`config.mk`:
```
export PLATFORM = sky130hd
export DESIGN_NAME = bounded_keyed_count_table_unit
export DESIGN_NICKNAME = d
export VERILOG_FILES = /design/src/sv/bkct_pkg.sv /design/src/sv/bounded_keyed_count_table_unit.sv /design/src/sv/bkct_ram.sv /design/src/sv/bkct_alu.sv
export SDC_FILE = /design/constraint.sdc
export NUM_CORES = 2
export LEC_CHECK = 0
export ABC_AREA = 0
export BUFFER_PORTS_ARGS = -buffer_cell sky130_fd_sc_hd__clkbuf_2
export CORE_ASPECT_RATIO = 1.1
export CORE_MARGIN = 2
export CORE_UTILIZATION = 40
export DETAILED_ROUTE_END_ITERATION = 12
export GPL_ROUTABILITY_DRIVEN = 0
export PLACE_DENSITY = 0.58
export SLEW_MARGIN = 10
export SYNTH_ARGS = -nofsm -noshare
export SYNTH_HDL_FRONTEND = slang
export SYNTH_SLANG_ARGS = --single-unit
```
`constraint.sdc`:
```
create_clock -name i_clk -period 11.51 [get_ports i_clk]
set_clock_uncertainty 0.05 [all_clocks]
set_input_delay 0.5755 -clock i_clk [delete_from_list [all_inputs] [get_ports i_clk]]
set_output_delay 0.5755 -clock i_clk [all_outputs]
set_load 0.05 [all_outputs]
```
`src/sv/bkct_pkg.sv`:
```
// types, constants and codes of the bounded keyed count table
package bkct_pkg;

    localparam int MAX_SLOTS_DEF = 64;

    localparam int KEY_W   = 16;
    localparam int AMT_W   = 16;
    localparam int CNT_W   = 32;
    localparam int CAP_W   = 7;
    localparam int SLOTS_W = 7;
    localparam int STS_W   = 2;

    localparam logic [CAP_W-1:0] CAP_RESET = CAP_W'(8);

    // stream packing
    localparam int IN_TDATA_W   = 32;
    localparam int OUT_TDATA_W  = 32;
    localparam int OUT_MOVED_LSB = 0;
    localparam int OUT_STS_LSB   = OUT_MOVED_LSB + AMT_W;
    localparam int OUT_SLOTS_LSB = OUT_STS_LSB + STS_W;
    localparam int OUT_USED_W    = OUT_SLOTS_LSB + SLOTS_W;

    localparam logic CMD_INSERT  = 1'b0;
    localparam logic CMD_EXTRACT = 1'b1;

    typedef enum logic [STS_W-1:0] {
        STS_DONE      = 2'd0,
        STS_INVALID   = 2'd1,
        STS_FULL      = 2'd2,
        STS_NOT_FOUND = 2'd3
    } t_status;

    typedef enum logic {
        ALU_ADD_SAT,
        ALU_SUB_MIN
    } t_alu_op;

    typedef struct packed {
        logic [KEY_W-1:0] key;
        logic [CNT_W-1:0] count;
    } t_entry;

    typedef struct packed {
        logic             key_ge;
        logic             key_eq;
        logic [AMT_W-1:0] moved;
        logic [CNT_W-1:0] new_count;
        logic             zero;
    } t_alu_res;

    typedef enum logic [3:0] {
        ST_IDLE,
        ST_SCAN_RD,
        ST_SCAN_CHK,
        ST_MISS,
        ST_SHU_RD,
        ST_SHU_WR,
        ST_INS,
        ST_SHD_RD,
        ST_SHD_WR,
        ST_RESP
    } t_state;

endpackage

```
`src/sv/bounded_keyed_count_table_unit.sv`:
```
// top level of the bounded keyed count table
//
// usage
//   s_axis carries one request per beat: tuser is the command (0 insert,
//   1 extract), tdata holds the key in bits 15:0 and the amount in 31:16.
//   m_axis returns one result beat per request: moved, status, slots used.
//   the cfg channel writes slot_capacity; it is always ready and should
//   only be written while no request is in flight.
// sequencing
//   one request at a time; s_axis_tready is high only while idle.
//   a key or amount of zero goes straight to the response state, which
//   loads the result beat.  otherwise the table is scanned in key order,
//   a read state and a check state per entry visited, and an insert of a
//   new key or an extract that empties an entry shifts the entries beyond
//   it, a read state and a write state per entry.
// reset and stalls
//   i_rst_n low empties the table and sets slot_capacity to 8; the ram is
//   not cleared.  a stalled result waits in the output register while the
//   next request is taken, and that one waits in the sequencer.
module bounded_keyed_count_table_unit #(
    parameter int MAX_SLOTS = bkct_pkg::MAX_SLOTS_DEF
) (
    input  logic                               i_clk,
    input  logic                               i_rst_n,
    // request beat
    input  logic                               s_axis_tvalid,
    output logic                               s_axis_tready,
    input  logic [bkct_pkg::IN_TDATA_W-1:0]    s_axis_tdata,  // item_key, amount
    input  logic                               s_axis_tuser,  // cmd
    // result beat
    output logic                               m_axis_tvalid,
    input  logic                               m_axis_tready,
    output logic [bkct_pkg::OUT_TDATA_W-1:0]   m_axis_tdata,  // moved, status, slots_used, pad
    // capacity register write
    input  logic                               i_cfg_valid,
    output logic                               o_cfg_ready,
    input  logic [bkct_pkg::CAP_W-1:0]         i_cfg_data
);
    localparam int AW = (MAX_SLOTS > 1) ? $clog2(MAX_SLOTS) : 1;
    localparam int OW = $clog2(MAX_SLOTS + 1);
    localparam int EW = $bits(bkct_pkg::t_entry);

    bkct_pkg::t_state r_state, n_state;

    // latched request
    logic                        r_cmd;
    logic [bkct_pkg::KEY_W-1:0]  r_key;
    logic [bkct_pkg::AMT_W-1:0]  r_amt;

    logic [AW-1:0]               r_idx, n_idx;
    logic [OW-1:0]               r_pos, n_pos;
    logic [OW-1:0]               r_occ, n_occ;
    logic [bkct_pkg::AMT_W-1:0]  r_moved, n_moved;
    bkct_pkg::t_status           r_status, n_status;
    logic [bkct_pkg::CAP_W-1:0]  r_cap;

    logic                                r_out_valid;
    logic [bkct_pkg::OUT_TDATA_W-1:0]    r_out_data;
    logic                                load_out;

    logic                        in_beat;
    logic [bkct_pkg::KEY_W-1:0]  in_key;
    logic [bkct_pkg::AMT_W-1:0]  in_amt;
    logic                        table_full;

    // table ram
    logic                        ram_we;
    logic [AW-1:0]               ram_waddr;
    logic [AW-1:0]               ram_raddr;
    bkct_pkg::t_entry            ram_wdata;
    bkct_pkg::t_entry            ram_rdata;
    logic [EW-1:0]               ram_rdata_raw;

    bkct_pkg::t_alu_op           alu_op;
    bkct_pkg::t_alu_res          alu_res;

    assign in_key = s_axis_tdata[bkct_pkg::KEY_W-1:0];
    assign in_amt = s_axis_tdata[bkct_pkg::KEY_W +: bkct_pkg::AMT_W];

    assign s_axis_tready = (r_state == bkct_pkg::ST_IDLE);
    assign in_beat       = s_axis_tvalid && s_axis_tready;
    assign o_cfg_ready   = 1'b1;

    assign m_axis_tvalid = r_out_valid;
    assign m_axis_tdata  = r_out_data;

    // effective capacity is the smaller of the register and the table depth
    assign table_full = (32'(r_occ) >= 32'(r_cap)) || (32'(r_occ) >= 32'(MAX_SLOTS));

    assign alu_op    = (r_cmd == bkct_pkg::CMD_EXTRACT) ? bkct_pkg::ALU_SUB_MIN
                                                        : bkct_pkg::ALU_ADD_SAT;
    assign ram_rdata = bkct_pkg::t_entry'(ram_rdata_raw);

    bkct_ram #(
        .WIDTH (EW),
        .DEPTH (MAX_SLOTS)
    ) u_ram (
        .i_clk   (i_clk),
        .i_we    (ram_we),
        .i_waddr (ram_waddr),
        .i_wdata (EW'(ram_wdata)),
        .i_raddr (ram_raddr),
        .o_rdata (ram_rdata_raw)
    );

    bkct_alu u_alu (
        .i_op    (alu_op),
        .i_entry (ram_rdata),
        .i_key   (r_key),
        .i_amt   (r_amt),
        .o_res   (alu_res)
    );

    // sequencer state and working registers
    always_ff @(posedge i_clk) begin
        if (!i_rst_n) begin
            r_state <= bkct_pkg::ST_IDLE;
            r_occ   <= '0;
            r_cap   <= bkct_pkg::CAP_RESET;
        end else begin
            r_state <= n_state;
            r_occ   <= n_occ;
            if (i_cfg_valid && o_cfg_ready) begin
                r_cap <= i_cfg_data;
            end
        end
    end

    // request payload and scratch values need no reset
    always_ff @(posedge i_clk) begin
        if (in_beat) begin
            r_cmd <= s_axis_tuser;
            r_key <= in_key;
            r_amt <= in_amt;
        end
        r_idx    <= n_idx;
        r_pos    <= n_pos;
        r_moved  <= n_moved;
        r_status <= n_status;
    end

    // output register: holds a result until the receiver takes it
    always_ff @(posedge i_clk) begin
        if (!i_rst_n) begin
            r_out_valid <= 1'b0;
        end else if (load_out) begin
            r_out_valid <= 1'b1;
        end else if (m_axis_tready) begin
            r_out_valid <= 1'b0;
        end
    end

    always_ff @(posedge i_clk) begin
        if (load_out) begin
            r_out_data <= bkct_pkg::OUT_TDATA_W'({
                bkct_pkg::SLOTS_W'(r_occ), r_status, r_moved});
        end
    end

    always_comb begin
        n_state   = r_state;
        n_idx     = r_idx;
        n_pos     = r_pos;
        n_occ     = r_occ;
        n_moved   = r_moved;
        n_status  = r_status;
        ram_we    = 1'b0;
        ram_waddr = r_idx;
        ram_raddr = r_idx;
        ram_wdata = ram_rdata;
        load_out  = 1'b0;

        unique case (r_state)
            bkct_pkg::ST_IDLE: begin
                n_moved  = '0;
                n_status = bkct_pkg::STS_DONE;
                if (in_beat) begin
                    priority if (in_key == '0 || in_amt == '0) begin
                        n_status = bkct_pkg::STS_INVALID;
                        n_state  = bkct_pkg::ST_RESP;
                    end else if (r_occ == '0) begin
                        n_pos   = '0;
                        n_state = bkct_pkg::ST_MISS;
                    end else begin
                        n_idx   = '0;
                        n_state = bkct_pkg::ST_SCAN_RD;
                    end
                end
            end

            bkct_pkg::ST_SCAN_RD: begin
                ram_raddr = r_idx;
                n_state   = bkct_pkg::ST_SCAN_CHK;
            end

            bkct_pkg::ST_SCAN_CHK: begin
                priority if (alu_res.key_ge && alu_res.key_eq) begin
                    // key present: update in place or remove
                    n_moved         = alu_res.moved;
                    ram_waddr       = r_idx;
                    ram_wdata.key   = ram_rdata.key;
                    ram_wdata.count = alu_res.new_count;
                    priority if (r_cmd == bkct_pkg::CMD_INSERT || !alu_res.zero) begin
                        ram_we  = 1'b1;
                        n_state = bkct_pkg::ST_RESP;
                    end else if (OW'(r_idx) + OW'(1) < r_occ) begin
                        n_state = bkct_pkg::ST_SHD_RD;
                    end else begin
                        n_occ   = r_occ - OW'(1);
                        n_state = bkct_pkg::ST_RESP;
                    end
                end else if (alu_res.key_ge) begin
                    n_pos   = OW'(r_idx);
                    n_state = bkct_pkg::ST_MISS;
                end else if (OW'(r_idx) + OW'(1) == r_occ) begin
                    n_pos   = r_occ;
                    n_state = bkct_pkg::ST_MISS;
                end else begin
                    n_idx   = r_idx + AW'(1);
                    n_state = bkct_pkg::ST_SCAN_RD;
                end
            end

            bkct_pkg::ST_MISS: begin
                priority if (r_cmd == bkct_pkg::CMD_EXTRACT) begin
                    n_status = bkct_pkg::STS_NOT_FOUND;
                    n_state  = bkct_pkg::ST_RESP;
                end else if (table_full) begin
                    n_status = bkct_pkg::STS_FULL;
                    n_state  = bkct_pkg::ST_RESP;
                end else if (r_pos == r_occ) begin
                    n_state = bkct_pkg::ST_INS;
                end else begin
                    // open a gap at r_pos, moving from the top down
                    n_idx   = AW'(r_occ);
                    n_state = bkct_pkg::ST_SHU_RD;
                end
            end

            bkct_pkg::ST_SHU_RD: begin
                ram_raddr = r_idx - AW'(1);
                n_state   = bkct_pkg::ST_SHU_WR;
            end

            bkct_pkg::ST_SHU_WR: begin
                ram_we    = 1'b1;
                ram_waddr = r_idx;
                ram_wdata = ram_rdata;
                n_idx     = r_idx - AW'(1);
                if (OW'(r_idx - AW'(1)) == r_pos) begin
                    n_state = bkct_pkg::ST_INS;
                end else begin
                    n_state = bkct_pkg::ST_SHU_RD;
                end
            end

            bkct_pkg::ST_INS: begin
                ram_we          = 1'b1;
                ram_waddr       = AW'(r_pos);
                ram_wdata.key   = r_key;
                ram_wdata.count = bkct_pkg::CNT_W'(r_amt);
                n_occ           = r_occ + OW'(1);
                n_moved         = r_amt;
                n_state         = bkct_pkg::ST_RESP;
            end

            bkct_pkg::ST_SHD_RD: begin
                ram_raddr = r_idx + AW'(1);
                n_state   = bkct_pkg::ST_SHD_WR;
            end

            bkct_pkg::ST_SHD_WR: begin
                // close the gap left by a removed entry
                ram_we    = 1'b1;
                ram_waddr = r_idx;
                ram_wdata = ram_rdata;
                n_idx     = r_idx + AW'(1);
                if (OW'(r_idx) + OW'(2) < r_occ) begin
                    n_state = bkct_pkg::ST_SHD_RD;
                end else begin
                    n_occ   = r_occ - OW'(1);
                    n_state = bkct_pkg::ST_RESP;
                end
            end

            bkct_pkg::ST_RESP: begin
                if (!r_out_valid || m_axis_tready) begin
                    load_out = 1'b1;
                    n_state  = bkct_pkg::ST_IDLE;
                end
            end

            default: begin
                n_state = bkct_pkg::ST_IDLE;
            end
        endcase
    end

endmodule

```
`src/sv/bkct_ram.sv`:
```
// generic single write port ram with registered read
module bkct_ram #(
    parameter int WIDTH = 8,
    parameter int DEPTH = 64,
    localparam int ADDR_W = (DEPTH > 1) ? $clog2(DEPTH) : 1
) (
    input  logic                 i_clk,
    input  logic                 i_we,
    input  logic [ADDR_W-1:0]    i_waddr,
    input  logic [WIDTH-1:0]     i_wdata,
    input  logic [ADDR_W-1:0]    i_raddr,
    output logic [WIDTH-1:0]     o_rdata
);
    logic [WIDTH-1:0] r_mem [DEPTH];
    logic [WIDTH-1:0] r_rdata;

    always_ff @(posedge i_clk) begin
        if (i_we) begin
            r_mem[i_waddr] <= i_wdata;
        end
        r_rdata <= r_mem[i_raddr];
    end

    assign o_rdata = r_rdata;

endmodule

```
`src/sv/bkct_alu.sv`:
```
// shared key compare and saturating add / clamped subtract unit
module bkct_alu (
    input  bkct_pkg::t_alu_op                 i_op,
    input  bkct_pkg::t_entry                  i_entry,
    input  logic [bkct_pkg::KEY_W-1:0]        i_key,
    input  logic [bkct_pkg::AMT_W-1:0]        i_amt,
    output bkct_pkg::t_alu_res                o_res
);
    logic [bkct_pkg::CNT_W-1:0] limit;
    logic [bkct_pkg::CNT_W-1:0] amt_ext;
    logic [bkct_pkg::CNT_W-1:0] step;
    logic [bkct_pkg::CNT_W-1:0] result;

    always_comb begin
        amt_ext = bkct_pkg::CNT_W'(i_amt);
        // headroom for add, stored count for subtract
        limit   = (i_op == bkct_pkg::ALU_ADD_SAT) ? ~i_entry.count : i_entry.count;
        step    = (limit < amt_ext) ? limit : amt_ext;
        result  = (i_op == bkct_pkg::ALU_ADD_SAT) ? i_entry.count + step
                                                  : i_entry.count - step;
        o_res.key_ge    = i_entry.key >= i_key;
        o_res.key_eq    = i_entry.key == i_key;
        o_res.moved     = step[bkct_pkg::AMT_W-1:0];
        o_res.new_count = result;
        o_res.zero      = result == '0;
    end

endmodule

```
* After elaboration in Yosys (flattened, before gate mapping)
Memory sizes are Yosys's and may differ from the RTL's. A register that Yosys moved wholly into a read port is not among the register bits.
Cells that the tools add are included.
W data, S select, Z words.
** Cells by class
- Add/sub/neg operators :: 9
- Muxes and demuxes :: 61
- Equal/unequal tests :: 30
- Order comparisons :: 6
- Bitwise operators :: 2
- Reduce and logical (&&, ||, !) cells :: 26
** Operators with widths (count)
- $mux W32 :: 4
- $pmux W48 S2 :: 1
- $mux W7 :: 10
- $mux W6 :: 10
- $pmux W16 S3 :: 1
- $pmux W4 S10 :: 1
- $mux W4 :: 9
- $add A32 B32 Y32 :: 1
- $logic_not A16 Y1 :: 2
- $logic_not A32 Y1 :: 1
- $lt A32 B16 Y1 :: 1
- $not A32 Y32 :: 1
- $sub A32 B32 Y32 :: 1
- $pmux W6 S5 :: 1
- $ne A2 B2 Y1 const B :: 13
- $eq A7 B7 Y1 :: 3
- $pmux W7 S3 :: 1
- $eq A16 B16 Y1 :: 1
- $eq A4 B3 Y1 const B :: 4
- $ge A16 B16 Y1 :: 1
- $mux W16 :: 1
- $lt A7 B7 Y1 :: 2
- $mux W2 :: 7
- $pmux W7 S2 :: 1
- other kinds (32) :: 56
** Word-level totals
- RAM bits :: 3072
- Bits in registers :: 108
- Word-level logic and storage cells :: 147
- Output and inout port bits :: 35
- Memories :: 1
** Memory list
- u_ram.r_mem :: words 64, bits a word 48, read ports 1, clocked after memory_dff 1, wr ports 1, RTL line bkct_ram.sv:14 : logic [WIDTH-1:0] r_mem [DEPTH];

* Longest topological paths before layout
- Word-level depth :: 14
- Mapped depth :: 34
- Depth with buffers taken out :: 26

* Modules after synthesis
Synthesis repeated with hierarchy kept, for this count alone.
** Unflattened totals
- Cells, all modules :: 6058
- Area total of the unflattened synthesis :: 126911.7 um2
** By module, submodules not included
- bkct_ram :: seq. area each 93209.4 um2, times used 1, area each 117139.8 um2, cells an instance 4970
- bounded_keyed_count_table_unit :: seq. area each 3052.9 um2, times used 1, area each 6180.9 um2, cells an instance 565
- bkct_alu :: seq. area each 0.0 um2, times used 1, area each 3590.9 um2, cells an instance 523

* Least setup slack after synthesis
Ideal clock, no wire load.
- Path type :: reg-to-reg
- Start :: register r_cmd
- End :: memory u_ram.r_mem[11][0] (netlist name) (enable)
- Cell stages (with the launch flop) :: 34
- Path buffers :: 10
- Arrival time :: 10.734 ns
- Setup slack :: 0.214 ns
- Period minus slack after synthesis :: 11.296 ns
- Path through :: edfxtp_1 buf_4 buf_4 clkbuf_1 buf_1 clkbuf_1 xnor2_1 ha_1 and4_1 a211oi_1 o211a_1 clkbuf_1 clkbuf_1 buf_1 mux2i_1 ha_1 and4_1 clkbuf_1 nand2_1 nor2_1 xor2_1 o21ai_0 ha_1 a21oi_1 o21ai_0 a22oi_1 a21oi_1 o31a_1 a311oi_1 and3b_1 o21ai_2 o21ai_4 buf_6 nor3_1
** On the way
- Cells in the longest elaborated chain, start to end :: 14
- Elaborated cells on any way between the ends :: 16
** Ends and longest elaborated chain
- start: declaration :: RTL line bounded_keyed_count_table_unit.sv:46 : logic r_cmd;
- start signal: assignment :: RTL line bounded_keyed_count_table_unit.sv:132 : r_cmd <= s_axis_tuser;
- $mux W1 :: RTL line bounded_keyed_count_table_unit.sv:90 : assign alu_op = (r_cmd == bkct_pkg::CMD_EXTRACT) ? bkct_pkg::ALU_SUB_MIN
- $mux W32 :: RTL line bkct_alu.sv:17 : limit = (i_op == bkct_pkg::ALU_ADD_SAT) ? ~i_entry.count : i_entry.count;
- $lt A32 B16 Y1 :: RTL line bkct_alu.sv:18 : step = (limit < amt_ext) ? limit : amt_ext;
- $mux W32 :: RTL line bkct_alu.sv:18
- $add A32 B32 Y32 or $sub A32 B32 Y32 (tied branches) :: RTL line bkct_alu.sv:19, bkct_alu.sv:20
- $mux W32 :: RTL line bkct_alu.sv:19 : result = (i_op == bkct_pkg::ALU_ADD_SAT) ? i_entry.count + step
- $logic_not A32 Y1 :: RTL line bkct_alu.sv:25 : o_res.zero = result == '0;
- $logic_not A1 Y1 :: RTL line bounded_keyed_count_table_unit.sv:203 : priority if (r_cmd == bkct_pkg::CMD_INSERT || !alu_res.zero) begin
- $logic_or A1 B1 Y1 (*) :: RTL line bounded_keyed_count_table_unit.sv:203
- $mux W1 (*) :: RTL line bounded_keyed_count_table_unit.sv:203
- $mux W1 (*) :: RTL line bounded_keyed_count_table_unit.sv:197 : priority if (alu_res.key_ge && alu_res.key_eq) begin
- $pmux W1 S2 (*) :: RTL line bounded_keyed_count_table_unit.sv:173 : unique case (r_state)
- $mux W1 (*) :: RTL line bkct_ram.sv:18 : if (i_we) begin
- $mux W1 (not written as such) (*) :: RTL line bkct_ram.sv:19 : r_mem[i_waddr] <= i_wdata;
- end: declaration :: RTL line bkct_ram.sv:14
Every way passes the cells marked *; elsewhere a longest branch is shown, timed or not.

* Worst setup path in the final report
- Start :: register r_cmd
- End :: memory u_ram.r_mem[51][19] (netlist name) (enable)
The elaborated chain is that of the path after synthesis.

==> results by group <==
Timing
  – RSZ-0062 raised after global routing: no
  – Setup ws final: 1230 ps
  – Setup violations, final: 0
  – Rel. slew slack: 5.27%
  – Minimum clock period: 10280 ps
  – WHS: just under 60 ps
  – Tcrit/Tclk final: between 80% and 90%
  – Final hold vios: 0
  – Fin Setup TNS: 0 ps
  – FMAX: 0.0972 GHz
  – Worst-Margin Slew: 1410 ps
  – Slew Limit Fails: 0

Synth
  – Avg Cell Area, Syn: 19.5 µm²
  – Top-area cell type share of the netlist area: about three quarters
  – Async set-or-reset flop fraction in the synthesized netlist: 0%
  – #FFs+latches synth: 3228
  – Yosys warning count: 0
  – Post-synth cell types: 85
  – Most common library cells after synthesis: 3161 x edfxtp_1, 768 x mux4_2, 517 x nand2_1
  – Ranking of synthesized cells by area: edfxtp_1 74%, mux4_2 13%, nand2_1 1.5%
  – Register area share after synthesis: 74.7%
  – Cell taking the most area after synthesis: edfxtp_1
  – Most instantiated library cell after synthesis: edfxtp_1
  – Synthesized instance count: 6602
  – Mapped cell area: between 0.1 and 0.15 mm²
  – Number of synthesized flops with an enable pin: roughly 3200
  – Synth Flop Type: edfxtp_1

Clock network
  – CTS max path bufs: 4
  – TritonCTS Sinks: 3228
  – TritonCTS clock tree: built
  – CTS clock-pin slew for the worst setup and hold paths: 60 ps
  – # H-tree levels: 5
  – Clk Latency, worst-skew pair: between 900 and 1000 ps
  – CTS Root Cell: clkbuf_16
  – Post-CTS Hold Buffers: 42
  – CTS resizes: 0
  – Post-CTS Setup Bufs: 0
  – Total CTS buffers: around 330

Global routing
  – Vias in the first global route: 66700
  – GRT Residual Overflow: 0
  – Largest net degree at the start of global routing: 123
  – Antenna violations before repair: 23
  – Overall Global Routing Usage: 21.6%
  – First-pass GRT wire length: 504 mm

Routing
  – Routed wire per std cell: approximately 31 µm
  – Final wirelength: 358 mm
  – DRC errors left: 0
  – Drt pass-1 iters: 6
  – Iter 0 DRT Violations: between 8000 and 9000
  – Via count: 67600
  – Vias/cell: 5.92
  – Post-route ant nets: 0

Placed design
  – Cell Area, Placed: 0.136 mm²
  – Buffers added on ports: 71
  – Post-Place Setup Slack: 1540 ps
  – Placed instance count: 10800
  – Detail Placement HPWL: 206 mm

Power and ir drop
  – Worst vdd ir: 0.301 mV
  – Power Density: 284 mW/mm²
  – Leak: 46.3 nW

Hold path
  – Worst Hold Path Cells: 3
  – Hold Crit Class: in -> reg

Worst setup path
  – Critical Path Fanout Max: 36
  – Slack of the worst reg-to-reg path: 1230 ps
  – Critical path startpoint category: flop
  – Worst EP arrival: between 10000 and 15000 ps
  – Crit Path Category: reg -> reg
  – R2R depth: 27
  – Critical Path RT: 12010 ps
  – Worst setup EP type: flop

Job
  – Max_cap viols: 0

Final layout
  – Layout fillers: around 27000
  – Final nets: 7006
  – Area Growth Syn to Fin: 14.2%
  – Final Cell Area: 0.147 mm²
  – Share of layout cells above drive strength 1: 23.4%
  – Non-filler instance count after layout: 11400

Floorplan
  – Initial core utilization: 40.2%
  – # IOs: 80
  – Std cell rows: 218
  – Chip height: 599 µm
  – Die ar.: 0.327 mm²
  – Core area: between 0.3 and 0.4 mm²
  – Die Wd: 545 µm

Outcome
  – Outcome: finished clean
routing by layer:
layer  part of all wire [%]  track usage [%]  up-vias
li1                       -                -    27800
met1                     41             31.2    36200
met2                     47             33.6     3190
met3                    8.7             3.53      475
met4                    3.3             6.99        0
met5                      0                0        -
state kept, by name, indices dropped and copies added (netlist names):
name           count
r_cap              7
r_key             16
u_ram.o_rdata     48
r_cmd              1
r_status           2
m_axis_tvalid      1
u_ram.r_mem     3072
r_moved           16
r_pos              7
r_amt             16
r_state            4
r_idx              6
r_occ              7
m_axis_tdata      25
worst max-delay path, cell delays in order, from the launching register on:
cell and delay [ps]:
edfxtp_1 1110, buf_4 440, xnor2_1 220, ha_1 300, o21ai_0 140, nor2_1 80
nor4_1 490, o211a_1 610, mux2i_1 340, ha_1 260, and4_1 320, nand2_1 240
nor2_1 170, xor2_1 150, o21ai_0 90, ha_1 360, nand4_1 180, nor2_1 70
a22oi_1 470, o211ai_1 290, or2_1 320, o311ai_0 710, nand3_1 260, or4_4 550
o21ai_4 170, buf_4 610, nor3_2 350, buf_4 420
cell type report:
class	instances	area (µm²)	area share, %
Tap cell	4290	5370	3.65
Sequential cell	3228	96300	65.4
Inverter	73	277	0.188
Timing Repair Buffer	330	2690	1.83
Antenna cell	9	22.5	0.0153
Clock buffer	412	8840	6.01
Clock inverter	190	1980	1.35
Multi-Input combinational cell	2900	31700	21.5
worst paths after layout:
kind / from / end
setup reg to reg: r_cmd$_DFFE_PP_ / u_ram.r_mem[51][19]$_DFFE_PP_
setup / recovery: r_cmd$_DFFE_PP_ / u_ram.r_mem[51][19]$_DFFE_PP_
hold reg to reg: r_moved[3]$_DFFE_PP_ / m_axis_tdata[3]$_DFFE_PP_
hold / removal: i_cfg_valid / r_cap[2]$_SDFFE_PN0P_
through the flow:
stage	util, %	total power, W
after floorplan	-	0.0244
after global routing	45.9	0.0433
after CTS	45.9	0.0421
after global placement	42.4	0.0312
final	45.9	0.0418
after detailed placement	42.4	0.0313
cell families after synthesis:
family | count (synthesis) | share of synthesized area [%]
simple gates | 1047 | 3.91
buf+inv | 480 | 1.47
fa+ha+maj | 96 | 0.944
compound gates | 853 | 4.61
other cells | 2 | 0.00583
xor+xnor | 88 | 0.598
mux | 808 | 13.7
flops | 3228 | 74.7
report_power, final:
group | switching (W) | leakage [nW] | internal (W)
Sequential | 0.000302 | 29.0 | 0.0150
Combinational | 0.0109 | 12.0 | 0.00491
Clock | 0.00450 | 5.27 | 0.00627
Total | 0.0157 | 46.3 | 0.0261
placed cells by master, fill, tap and decap left out, types with 18 or more instances in the layout:
cell type / synthesis / routed
edfxtp_1: 3161 / 3161
clkbuf_16: 0 / 340
a22oi_1: 21 / 21
buf_4: 10 / 194
nand3_1: 44 / 44
dlygate4sd3_1: 0 / 42
bufinv_16: 0 / 36
a311oi_1: 98 / 90
nor4_1: 20 / 19
a21o_1: 23 / 23
ha_1: 94 / 94
inv_1: 71 / 71
a21oi_1: 148 / 148
mux2i_1: 39 / 39
buf_12: 0 / 23
nor3_2: 0 / 64
nor2b_1: 18 / 18
o21ai_4: 2 / 43
nor3_1: 98 / 34
and2_1: 199 / 197
clkbuf_1: 293 / 66
a211oi_1: 252 / 246
xor2_1: 29 / 29
o21ai_0: 67 / 37
dfxtp_1: 67 / 67
a31oi_1: 114 / 110
clkbuf_2: 0 / 71
nor2_1: 62 / 62
nand2_1: 517 / 511
clkinv_2: 0 / 44
clkinv_1: 2 / 77
xnor2_1: 59 / 56
mux4_2: 768 / 768
Power figures use the tool's default switching activity.
